[src/design/epdpdr_fifo.sv]
// Small flip-flop queue with occupancy count.
module epdpdr_fifo #(
    parameter int WIDTH = 8,
    parameter int DEPTH = 4
) (
    input  logic             i_clk,
    input  logic             i_rst_n,
    input  logic             i_push,
    input  logic [WIDTH-1:0] i_wdata,
    input  logic             i_pop,
    output logic [WIDTH-1:0] o_rdata,
    output logic             o_empty,
    output logic             o_full,
    output logic [$clog2(DEPTH+1)-1:0] o_count
);

    localparam int PW = $clog2(DEPTH);
    localparam int CW = $clog2(DEPTH + 1);

    logic [WIDTH-1:0] r_data [DEPTH];
    logic [PW-1:0]    r_wptr;
    logic [PW-1:0]    r_rptr;
    logic [CW-1:0]    r_count;

    always_ff @(posedge i_clk) begin
        if (!i_rst_n) begin
            r_wptr  <= '0;
            r_rptr  <= '0;
            r_count <= '0;
        end else begin
            if (i_push) begin
                r_wptr <= (r_wptr == PW'(DEPTH - 1)) ? '0 : r_wptr + PW'(1);
            end
            if (i_pop) begin
                r_rptr <= (r_rptr == PW'(DEPTH - 1)) ? '0 : r_rptr + PW'(1);
            end
            if (i_push && !i_pop) begin
                r_count <= r_count + CW'(1);
            end else if (i_pop && !i_push) begin
                r_count <= r_count - CW'(1);
            end
        end
    end

    always_ff @(posedge i_clk) begin
        if (i_push) begin
            r_data[r_wptr] <= i_wdata;
        end
    end

    assign o_rdata = r_data[r_rptr];
    assign o_empty = (r_count == '0);
    assign o_full  = (r_count == CW'(DEPTH));
    assign o_count = r_count;

endmodule

[config.mk]
export PLATFORM = sky130hd
export DESIGN_NAME = epdpdr_fifo
export DESIGN_NICKNAME = d
export VERILOG_FILES = /design/src/design/epdpdr_fifo.sv
export SDC_FILE = /design/constraint.sdc
export NUM_CORES = 1
export LEC_CHECK = 0
export BUFFER_PORTS_ARGS = -buffer_cell sky130_fd_sc_hd__buf_2
export CORE_UTILIZATION = 30
export DETAILED_ROUTE_END_ITERATION = 10
export PLACE_DENSITY = 0.59
export SLEW_MARGIN = 10
export SYNTH_ARGS = -nofsm -noshare
export SYNTH_HDL_FRONTEND = slang
export SYNTH_SLANG_ARGS = --single-unit
export TNS_END_PERCENT = 30
[constraint.sdc]
create_clock -name i_clk -period 1.3 [get_ports i_clk]
set_input_delay 0.065 -clock i_clk [delete_from_list [all_inputs] [get_ports i_clk]]
set_output_delay 0.065 -clock i_clk [all_outputs]
set_load 0.03 [all_outputs]
==> metrics.md <==
| Metric | Value |
|---|---|
| Num CTS Buffers | `5` |
| Via Count | `894` |
| Status | `complete, but fails checks` |
| VDD IR-drop max | `0.000513 V` |
| Post-synth EDFFs | `32` |
| R2R Setup Slk | `-0.09 ns` |
| Max Clock Freq | `0.667 GHz` |
| Die H | `75.4 um` |
| Clock-pin slew on the worst setup and hold paths | `0.07 ns` |
| Cell variety after synth | `20` |
| Flops & latches, synth | `41` |
| Largest net degree at the start of global routing | `13` |
| Fin. max-slew vios | `0` |
| XOR/XNOR share of the synthesized area | `0.0108` |
| Max Cap Violations | `0` |
| Clock sinks | `41` |
| Total power | `0.00309 W` |
| DR iter-0 viols | `46` |
| Cell taking the most area after synthesis | `edfxtp_1` |
| Largest family of logic cells by synthesized area | `multiplexers` |
| Slew HR | `0.871` |
| Worst Hold Class | `in2reg` |
| Gr usage total | `0.110` |
| Total wire length | `2780 um` |
| Post-synthesis sequential area ratio | `0.706` |
| Post-Synth Simple-Gate Area | `0.0558` |
| Routed Antenna Nets | `0` |
| Worst-path fanout max | `8` |
| Gr ovfl total | `0` |
| Fillers | `489` |
| Post-synth top area share | `0.595` |
| CP endpoint kind | `output pin` |
| Layout cells sized above 1 | `0.431` |
| Measured slew at the worst slew-check pin | `0.193 ns` |
| Port Buf Inserts | `24` |
| Skew-Pair Late Insertion Delay | `0.29 ns` |
| RSZ-0062 raised after global routing | `yes` |
| TNS Setup | `-1.64 ns` |
| Commonest cells in the netlist | `32 x edfxtp_1, 9 x dfxtp_1, 8 x mux4_2` |
| Post-CTS Setup Inserts | `0` |
| Ys async rst share | `0` |
| Core region area | `5140 um^2` |
| CTS tree | `done` |
| Startpoint Class | `register` |
| Synth Area in Compound Gates | `0.0124` |
| Clk_skew | `0.00706 ns` |
| Ant diodes | `0` |
| Post-synthesis mux area share | `0.136` |
| First-pass GRT wire length | `4300 um` |
| Adder-cell share of the synthesized area | `0.0589` |
| Post-DP HPWL | `2010 um` |
| Synth top area cells | `edfxtp_1 59%, dfxtp_1 11%, mux4_2 11%` |
| Via-to-Cell Ratio | `4.32` |
| Final hold vios | `0` |
| Vias in the first global route | `891` |
| CP Class | `reg2out` |
| Synthesized instance count | `86` |
| Failing checks | `setup timing` |
| Worst Setup Slack, final | `-0.200 ns` |
| Row count | `26` |
| Syn Nets | `105` |
| Initial Util | `0.314` |
| DRT Pass-1 Iters | `4` |
| Die width | `75.4 um` |
| Pwr/cell area | `1410 nW/um^2` |
| Tcrit/Tclk final | `1.15` |
| Die ar. | `5680 um^2` |
| Worst slack, placed | `-0.308 ns` |
| Required time of the critical path | `1.24 ns` |
| Worst EP arrival | `1.43 ns` |
| WL/cell | `13.4 um` |
| Final Setup Violations | `9` |
| Most used DFF post-synth | `edfxtp_1` |
| Final #Nets | `156` |
| Synth warnings | `0` |
| Max Buffers Root-to-Sink | `2` |
| Mapped Area | `1620 um^2` |
| DRC | `0` |
| # IOs | `25` |
| Gpl congestion | `0.711` |
| Synth Area per Inst | `18.8 um^2` |
| Leakage | `0.836 nW` |
| Top-count cell post-synth | `edfxtp_1` |
| CTS root buffer | `clkbuf_8` |
| Tmin final | `1.50 ns` |
| Final core utilization | `0.426` |
| Initial antenna violation count | `0` |
| Area delta synth->final | `35.6%` |
| CTS H-tree lvls | `2` |
## cells by family after synthesis
group / count (synthesis)
flip-flops: 41
buffers and inverters: 6
multiplexers: 12
adder cells (fa/ha/maj): 7
XOR/XNOR: 2
AND/OR/NAND/NOR: 15
AO/OA/AOI/OAI: 3
## routing by layer
metal / part of all wire / track usage / vias up
met1: 0.43 / 0.124 / 440
met5: 0 / 0 / -
met4: 0.016 / 0.0494 / 0
li1: - / - / 424
met2: 0.51 / 0.188 / 24
met3: 0.047 / 0.0370 / 6
## registers in the layout, summed over array words and instances, names as in the netlist, named ones only
register	flops
r_data	32
o_count	3
r_rptr	2
r_wptr	2
## critical path: stages, from the launching register on
cell and delay, ns:
dfxtp_2 0.34, buf_12 0.14, mux4_2 0.51, buf_6 0.16
## power breakdown
| part | total (W) | leakage [nW] | internal (W) | switching, W |
|---|---|---|---|---|
| Sequential | 0.00153 | 0.370 | 0.00149 | 0.0000389 |
| Clock | 0.000971 | 0.0540 | 0.000558 | 0.000413 |
| Combinational | 0.000582 | 0.412 | 0.000279 | 0.000304 |
| Total | 0.00309 | 0.836 | 0.00233 | 0.000756 |
## layout make-up
cell class / count / area, um^2 / share of cell area
inverters: 4 / 15.0 / 0.00685
well taps: 70 / 87.6 / 0.0400
clock inverters: 2 / 35.0 / 0.0160
repair buffers: 46 / 390 / 0.178
multi-input cells: 39 / 445 / 0.203
flip-flops and latches: 41 / 1150 / 0.524
clock buffers: 5 / 68.8 / 0.0314
## final timing paths
| kind | from | end | cells past startpoint |
|---|---|---|---|
| min reg2reg | r_rptr[1] | r_rptr[1] | 2 |
| max | register | o_rdata[2] | 3 |
| min | i_wdata[4] | r_data[3][4] | 1 |
| max reg2reg | o_count[1] | o_count[2] | 4 |
## cell usage in the layout (no fill, tap or decap), types with 2 or more instances in the layout
| master | count |
|---|---|
| dlygate4sd3_1 | 7 |
| nor2b_1 | 5 |
| dfxtp_1 | 5 |
| buf_2 | 16 |
| buf_4 | 12 |
| clkbuf_8 | 5 |
| and2_1 | 5 |
| nor3_1 | 2 |
| inv_1 | 4 |
| buf_6 | 8 |
| mux4_2 | 8 |
| mux2i_1 | 4 |
| ha_1 | 6 |
| buf_12 | 3 |
| dfxtp_2 | 3 |
| edfxtp_1 | 32 |
## what timing repair did
action,4_1_cts,5_1_grt
hold buffers,7,0
hold endpoints to repair,25,0
pin swaps,1,0
setup endpoints to repair,9,24
gates resized for setup,17,1
## per-stage QoR
step	hold slack, ns	cells	area, um^2
after global routing	0.0117	207	2190
after CTS	0.00161	207	2190
after detailed placement	0.288	193	1960
after floorplan	0.164	86	1620
after global placement	0.277	193	1960
final	0.0103	207	2190
Power figures use the tool's default switching activity.
