--- src/design/epdpdr_pkg.sv ---
// Shared types and constants of the e-paper pixel diff dirty-region tracker.
package epdpdr_pkg;

    // Port widths fixed by the pixel and region formats
    localparam int LX_W    = 9;
    localparam int LY_W    = 10;
    localparam int COLOR_W = 24;
    localparam int RX_W    = 10;
    localparam int RY_W    = 9;
    localparam int RW_W    = 10;
    localparam int RH_W    = 9;

    // Configuration port
    localparam int CFG_IDX_W  = 1;
    localparam int CFG_DATA_W = 8;
    localparam logic [CFG_IDX_W-1:0] CFG_COLOR_FORMAT    = 1'd0;
    localparam logic [CFG_IDX_W-1:0] CFG_BLACK_THRESHOLD = 1'd1;
    localparam logic                 COLOR_FORMAT_RESET  = 1'b0;
    localparam logic [7:0]           THRESHOLD_RESET     = 8'd128;

    // Colour encodings
    localparam logic FMT_RGB565 = 1'b0;
    localparam logic FMT_RGB888 = 1'b1;

    // Frame store word organisation: 64 pixels to a word
    localparam int WORD_BITS = 64;
    localparam int WORD_SEL  = 6;

    // Queue depths
    localparam int QUEUE_DEPTH = 4;
    localparam int OUT_DEPTH   = 4;

    // Classification of one pixel word
    typedef struct packed {
        logic on_screen;
        logic black;
        logic area_end;
        logic flush_end;
    } t_pix_flags;

    // One changed rectangle
    typedef struct packed {
        logic [RX_W-1:0] region_x;
        logic [RY_W-1:0] region_y;
        logic [RW_W-1:0] region_width;
        logic [RH_W-1:0] region_height;
    } t_region;

endpackage

--- src/design/epdpdr_front.sv ---
// Front end: brightness test, rotation to panel position and store address.
module epdpdr_front #(
    parameter int PANEL_WIDTH  = 800,
    parameter int PANEL_HEIGHT = 480
) (
    input  logic [epdpdr_pkg::LX_W-1:0]    i_logical_x,
    input  logic [epdpdr_pkg::LY_W-1:0]    i_logical_y,
    input  logic [epdpdr_pkg::COLOR_W-1:0] i_pixel_color,
    input  logic                           i_area_end,
    input  logic                           i_flush_end,
    input  logic                           i_color_format,
    input  logic [7:0]                     i_black_threshold,
    output epdpdr_pkg::t_pix_flags         o_flags,
    output logic [$clog2(PANEL_WIDTH+1)-1:0]  o_px,
    output logic [$clog2(PANEL_HEIGHT+1)-1:0] o_py,
    output logic [((PANEL_HEIGHT*((PANEL_WIDTH+epdpdr_pkg::WORD_BITS-1)/
                   epdpdr_pkg::WORD_BITS)) > 1 ?
                  $clog2(PANEL_HEIGHT*((PANEL_WIDTH+epdpdr_pkg::WORD_BITS-1)/
                   epdpdr_pkg::WORD_BITS)) : 1)-1:0] o_addr,
    output logic [epdpdr_pkg::WORD_SEL-1:0] o_bit
);

    localparam int PXW       = $clog2(PANEL_WIDTH + 1);
    localparam int PYW       = $clog2(PANEL_HEIGHT + 1);
    localparam int WS        = epdpdr_pkg::WORD_SEL;
    localparam int ROW_WORDS = (PANEL_WIDTH + epdpdr_pkg::WORD_BITS - 1) / epdpdr_pkg::WORD_BITS;
    localparam int MEM_DEPTH = PANEL_HEIGHT * ROW_WORDS;
    localparam int MAW       = (MEM_DEPTH > 1) ? $clog2(MEM_DEPTH) : 1;

    logic           on_screen;
    logic [PXW-1:0] px;
    logic [PYW-1:0] py;
    logic [9:0]     luma_x3;
    logic [9:0]     thr_x3;

    assign on_screen = (32'(i_logical_x) < 32'(PANEL_HEIGHT)) &&
                       (32'(i_logical_y) < 32'(PANEL_WIDTH));

    // Rotate clockwise: panel column counts down from the right edge
    assign px = PXW'(PANEL_WIDTH - 1) - PXW'(i_logical_y);
    assign py = PYW'(i_logical_x);

    // Compare three times the brightness against three times the threshold
    always_comb begin
        if (i_color_format == epdpdr_pkg::FMT_RGB888) begin
            luma_x3 = 10'(i_pixel_color[23:16]) + 10'(i_pixel_color[15:8]) +
                      10'(i_pixel_color[7:0]);
        end else begin
            luma_x3 = 10'({i_pixel_color[15:11], 3'b000}) +
                      10'({i_pixel_color[10:5], 2'b00}) +
                      10'({i_pixel_color[4:0], 3'b000});
        end
    end

    assign thr_x3 = 10'({i_black_threshold, 1'b0}) + 10'(i_black_threshold);

    always_comb begin
        o_flags.on_screen = on_screen;
        o_flags.black     = (luma_x3 < thr_x3);
        o_flags.area_end  = i_area_end;
        o_flags.flush_end = i_flush_end;
    end

    assign o_px   = px;
    assign o_py   = py;
    assign o_addr = MAW'(32'(py) * 32'(ROW_WORDS) + 32'(px >> WS));
    assign o_bit  = WS'(px);

endmodule

--- config.mk ---
export PLATFORM = sky130hd
export DESIGN_NAME = epdpdr_front
export DESIGN_NICKNAME = d
export VERILOG_FILES = /design/src/design/epdpdr_pkg.sv /design/src/design/epdpdr_front.sv
export SDC_FILE = /design/constraint.sdc
export NUM_CORES = 1
export LEC_CHECK = 0
export BUFFER_PORTS_ARGS = -buffer_cell sky130_fd_sc_hd__buf_4
export CAP_MARGIN = 5
export CORE_MARGIN = 3
export CORE_UTILIZATION = 40
export DETAILED_ROUTE_END_ITERATION = 16
export GPL_TIMING_DRIVEN = 0
export PLACE_DENSITY = 0.73
export SLEW_MARGIN = 20
export SYNTH_ARGS = -nofsm -noshare
export SYNTH_HDL_FRONTEND = slang
export SYNTH_SLANG_ARGS = --single-unit
--- constraint.sdc ---
create_clock -name vclk -period 5.6
set_clock_uncertainty 0.1 [all_clocks]
set_input_delay 0.84 -clock vclk [all_inputs]
set_output_delay 0.84 -clock vclk [all_outputs]
set_load 0.02 [all_outputs]
==> results of run 1 <==
-- critical path, delay by kind of cell --
kind                     cells  cell delay (ps)
AND/OR/NAND/NOR              2              250
AO/OA/AOI/OAI                7             1170
adder cells (fa/ha/maj)      4             1520
buffers and inverters        4              370
-- cells in the mapped netlist --
library cell | instances | area [µm²]
fa_1 | 23 | 460.4
mux2i_1 | 1 | 10.01
and3_1 | 1 | 6.260
inv_1 | 58 | 217.7
xor2_1 | 12 | 105.1
nor2b_1 | 5 | 31.28
a2111oi_1 | 1 | 10.01
and2_1 | 1 | 6.260
nand3_1 | 5 | 25.02
nand2b_1 | 3 | 18.77
nand2_1 | 9 | 33.78
buf_4 | 19 | 142.6
a21boi_0 | 1 | 7.510
o31ai_1 | 1 | 7.510
a311oi_1 | 1 | 8.760
or3_1 | 1 | 6.260
a31o_2 | 1 | 8.760
o21ai_1 | 1 | 5.000
nor3_1 | 1 | 5.000
ha_1 | 65 | 813.3
xnor2_1 | 14 | 122.6
a211oi_1 | 4 | 30.03
and4_1 | 1 | 8.760
or2_2 | 1 | 6.260
a2bb2oi_1 | 1 | 8.760
nand4_1 | 1 | 6.260
o21ai_0 | 13 | 65.06
clkbuf_1 | 1 | 3.750
o21bai_1 | 2 | 15.01
a211o_1 | 2 | 17.52
a21o_1 | 8 | 60.06
o2111ai_1 | 1 | 8.760
a21oi_1 | 19 | 95.09
a31oi_1 | 3 | 18.77
nor2_1 | 11 | 41.29
mux2_2 | 1 | 11.26
a2111oi_2 | 1 | 15.01
o211ai_1 | 2 | 15.01
o22ai_1 | 3 | 18.77
-- kinds of logic (layout without fill, tap and decap cells) --
family | Yosys count | after routing | share of synthesized area [%]
adder cells (fa/ha/maj) | 88 | 88 | 51.00
buffers and inverters | 78 | 172 | 14.58
AO/OA/AOI/OAI | 65 | 65 | 16.63
AND/OR/NAND/NOR | 40 | 40 | 7.816
XOR/XNOR | 26 | 26 | 9.118
multiplexers | 2 | 2 | 0.8517
-- area by class of cell --
class	count	area, µm²	share of cell area (%)
plain buffers	20	146.4	4.440
well taps	75	93.84	2.846
repair buffers	94	705.7	21.40
multi-input cells	221	2133	64.71
inverters	58	217.7	6.603
-- report_power, final --
group / internal (mW) / switching [mW] / total (mW)
sequential: 0 / 0 / 0
clock: 0 / 0 / 0
combinational: 0.307 / 0.354 / 0.661
total: 0.307 / 0.354 / 0.661
-- how the worst max path moves through the flow --
stage / end / slack [ps]
2_1_floorplan: o_flags[2] / 800
3_3_place_gp: o_flags[2] / 500
3_5_place_dp: o_flags[2] / 500
4_1_cts: o_flags[2] / 470
5_1_grt: o_flags[2] / 140
6_report: o_flags[2] / 500
-- layer usage --
metal / global-route usage [%] / vias up / routed length, µm
met5: 0 / - / 0
met4: 0 / 0 / 0
met3: 0.4854 / 0 / 190
met2: 29.66 / 33 / 2950
met1: 19.57 / 1042 / 2254
li1: - / 1187 / -
==> impl_metrics.py, run 1 <==
metrics = {
    "sta": {
        "relSlewSlack_pct": 72.19,
        "finalSetupTns_ps": 0,
        "fin_crit_ps": 5102,
        "setup_viol": 0,
        "fin_crit_sh_pct": 91.11,
        "drv_slew": 0,
        "rsz0062_at_grt": "no",
        "final.setup.worst_slack_ps": 498.1,
        "tightest_slew_ps": 417.1,
        "fmax_mhz": 196.0,
        "holdWs_ps": 1780,
        "hold_viol_final": 0,
    },
    "critical_path": {
        "slowest_stage": "fa_1",
        "critical_path_peak_fanout": 3,
        "criticalPathCategory": "input pin to output pin",
        "worstPathRequired_ps": 4660,
        "path_cells": "buf_4, inv_1, fa_1, inv_1, ha_1, fa_1, a211o_1, o211ai_1, nand2b_1, a211oi_1, o22ai_1, ha_1, a21oi_1, nor2b_1, a31oi_1, o22ai_1, buf_4",
        "slowest_delay_ps": 550,
        "start_kind": "input pin",
        "crit_arrival_ps": 4160,
        "cp-end-kind": "output pin",
        "cp-startpoint": "i_pixel_color[1]",
    },
    "global_routing": {
        "grt_pass1_wl_um": 9501,
        "grt_pass1_vias": 2225,
        "track_usage_pct": 15.19,
        "grt_max_degree": 11,
        "grt_overflow": 0,
        "grt_antenna_before_repair": 0,
    },
    "finish": {
        "area_growth_pct": 32.01,
        "nClkBuffers": 0,
        "nets": 537,
        "antenna_cells": 0,
        "drive_gt1_share_pct": 29.77,
        "final_cell_mix": "buf_4, ha_1, inv_1, fa_1, a21oi_1",
        "nFlopsAndLatches": 0,
        "area.sequential_um2": 0,
        "layout_commonest_cell": "buf_4",
        "final_core_util_pct": 55.03,
        "stdcell_count": 468,
        "final_area_um2": 3297,
        "fill_cells": 566,
    },
    "drt": {
        "routed_wl_um": 5395,
        "drt-initial-drc-count": 34,
        "vias_per_cell": 4.833,
        "drcViolationCount": 0,
        "ant_nets": 0,
        "vias": 2262,
        "wl_per_cell_um": 11.53,
        "drtPass1Iterations": 4,
    },
    "flow_run": {
        "maxCapViolCount": 0,
    },
    "min_path": {
        "hold_end": "o_flags[0]",
        "min_from": "i_flush_end",
        "hold_path_class": "input pin to output pin",
        "min_path_cells": 2,
    },
    "yosys": {
        "syn_area_um2": 2497,
        "synth_fp_nets": 441,
        "synth_cells": 299,
        "syn_area_per_cell_um2": 8.352,
        "ys_warn_count": 0,
        "yosysUniqueCellTypes": 39,
        "ys_seq_area_share_pct": 0,
    },
    "placed_design": {
        "dpl.hpwl_um": 5076,
        "dp_cells": 468,
        "place_ws_ps": 498.4,
        "routabilityCongestion": 0.8458,
        "numPortBuffers": 94,
        "detailed_place.area_um2": 3297,
    },
    "floorplan": {
        "start_util_pct": 41.69,
        "die_width_um": 85.02,
        "num_rows": 28,
        "dieArea_um2": 7228,
        "core-area_um2": 5991,
        "die_y_um": 85.02,
        "pin_count": 96,
    },
    "pwr": {
        "power.total_uw": 660.9,
        "p_per_area_nw_per_um2": 200.4,
        "p_leak_nw": 1.871,
        "ir_drop_uv": 195.1,
    },
    "cts": {
        "post_cts_resize_count": 0,
        "cts_hold_buf": 0,
        "postCtsSetupBuffers": 0,
    },
    "run_status": {
        "status": "completed",
    },
}
No activity file was read; power rests on OpenSTA's default activity.
==> inputs of run 2 (changes only) <==
- PLACE_DENSITY: 0.73 -> 0.69
==> impl_metrics.py, run 2 (synthesis gave the netlist of run 1 again) <==
metrics = {
    "run_status": {
        "status": "completed",
    },
    "finish": {
        "nClkBuffers": 0,
        "antenna_cells": 0,
        "nFlopsAndLatches": 0,
        "drive_gt1_share_pct": 29.77,
        "area.sequential_um2": 0,
        "layout_commonest_cell": "buf_4",
        "final_area_um2": 3297,
        "area_growth_pct": 32.01,
        "nets": 537,
        "final_cell_mix": "buf_4, ha_1, inv_1, fa_1, a21oi_1",
        "fill_cells": 586,
    },
    "pwr": {
        "p_leak_nw": 1.871,
        "p_per_area_nw_per_um2": 201.5,
        "ir_drop_uv": 231.2,
    },
    "critical_path": {
        "worstPathRequired_ps": 4660,
        "cp.depth": 17,
        "slowest_delay_ps": 550,
        "crit_end": "o_flags[2]",
        "start_kind": "input pin",
        "cp-end-kind": "output pin",
        "cp-startpoint": "i_pixel_color[1]",
        "slowest_stage": "fa_1",
        "path_cells": "buf_4, inv_1, fa_1, inv_1, ha_1, fa_1, a211o_1, o211ai_1, nand2b_1, a211oi_1, o22ai_1, ha_1, a21oi_1, nor2b_1, a31oi_1, o22ai_1, buf_4",
        "crit_arrival_ps": 4200,
        "criticalPathCategory": "input pin to output pin",
        "critical_path_peak_fanout": 3,
        "cpLargestDelayFamily": "adder cells",
        "cp_num_buf_inv": 4,
    },
    "floorplan": {
        "core-area_um2": 5991,
        "dieArea_um2": 7228,
        "start_util_pct": 41.69,
        "num_rows": 28,
        "pin_count": 96,
        "die_width_um": 85.02,
        "die_y_um": 85.02,
    },
    "sta": {
        "rsz0062_at_grt": "no",
        "fin_crit_ps": 5139,
        "tightest_slew_ps": 413.3,
        "drv_slew": 0,
        "finalSetupTns_ps": 0,
        "setup_viol": 0,
        "hold_viol_final": 0,
        "fin_crit_sh_pct": 91.76,
        "relSlewSlack_pct": 72.40,
        "fmax_mhz": 194.6,
    },
    "flow_run": {
        "maxCapViolCount": 0,
    },
    "drt": {
        "drtPass1Iterations": 4,
        "ant_nets": 0,
        "vias_per_cell": 4.857,
        "vias": 2273,
        "wl_per_cell_um": 11.69,
        "drcViolationCount": 0,
        "drt-initial-drc-count": 45,
        "routed_wl_um": 5471,
    },
    "cts": {
        "postCtsSetupBuffers": 0,
        "post_cts_resize_count": 0,
        "cts_hold_buf": 0,
    },
    "global_routing": {
        "grt_overflow": 0,
        "grt_max_degree": 11,
        "track_usage_pct": 14.08,
        "grt_pass1_wl_um": 8700,
        "grt_pass1_vias": 2065,
        "grt_antenna_before_repair": 0,
    },
    "placed_design": {
        "dpl.hpwl_um": 5174,
        "routabilityCongestion": 0.7931,
        "numPortBuffers": 94,
        "detailed_place.area_um2": 3297,
    },
    "min_path": {
        "hold_path_class": "input pin to output pin",
    },
}
## run 2: per-layer routing
layer	GRT usage (%)	routed length [µm]
met1	19.45	2466
met2	26.20	2802
met3	0.09709	203
met4	0	0
met5	0	0
## run 2: metrics by stage
| step | worst slack, ps | hold WS [ps] | power, mW | instances | util [%] |
|---|---|---|---|---|---|
| 2_1_floorplan | 795.9 | 1664 | 0.4463 | 299 | - |
| 4_1_cts | 430.7 | 1781 | 0.6714 | 468 | 55.03 |
| 5_1_grt | 128.5 | 1786 | 0.7402 | 468 | 55.03 |
| 3_5_place_dp | 440.9 | 1780 | 0.6680 | 468 | 55.03 |
| 3_3_place_gp | 493.8 | 1778 | 0.6546 | 468 | 55.03 |
| 6_report | 461.3 | 1779 | 0.6642 | 468 | 55.03 |
## run 2: area by class of cell
| class | count | area [µm²] | share of cell area (%) |
|---|---|---|---|
| well taps | 75 | 93.84 | 2.846 |
| multi-input cells | 221 | 2133 | 64.71 |
| plain buffers | 20 | 146.4 | 4.440 |
| repair buffers | 94 | 705.7 | 21.40 |
| inverters | 58 | 217.7 | 6.603 |
## run 2: worst min path at each step
stage,from,to,slack (ps),cells after the start
2_1_floorplan,i_logical_y[0],o_bit[0],1660,1
6_report,i_flush_end,o_flags[0],1780,2
5_1_grt,i_area_end,o_flags[1],1790,2
3_3_place_gp,i_area_end,o_flags[1],1780,2
4_1_cts,i_flush_end,o_flags[0],1780,2
3_5_place_dp,i_flush_end,o_flags[0],1780,2
## run 2: power by group
group	internal [mW]	switching, mW
combinational	0.307	0.357
sequential	0	0
clock	0	0
total	0.307	0.357
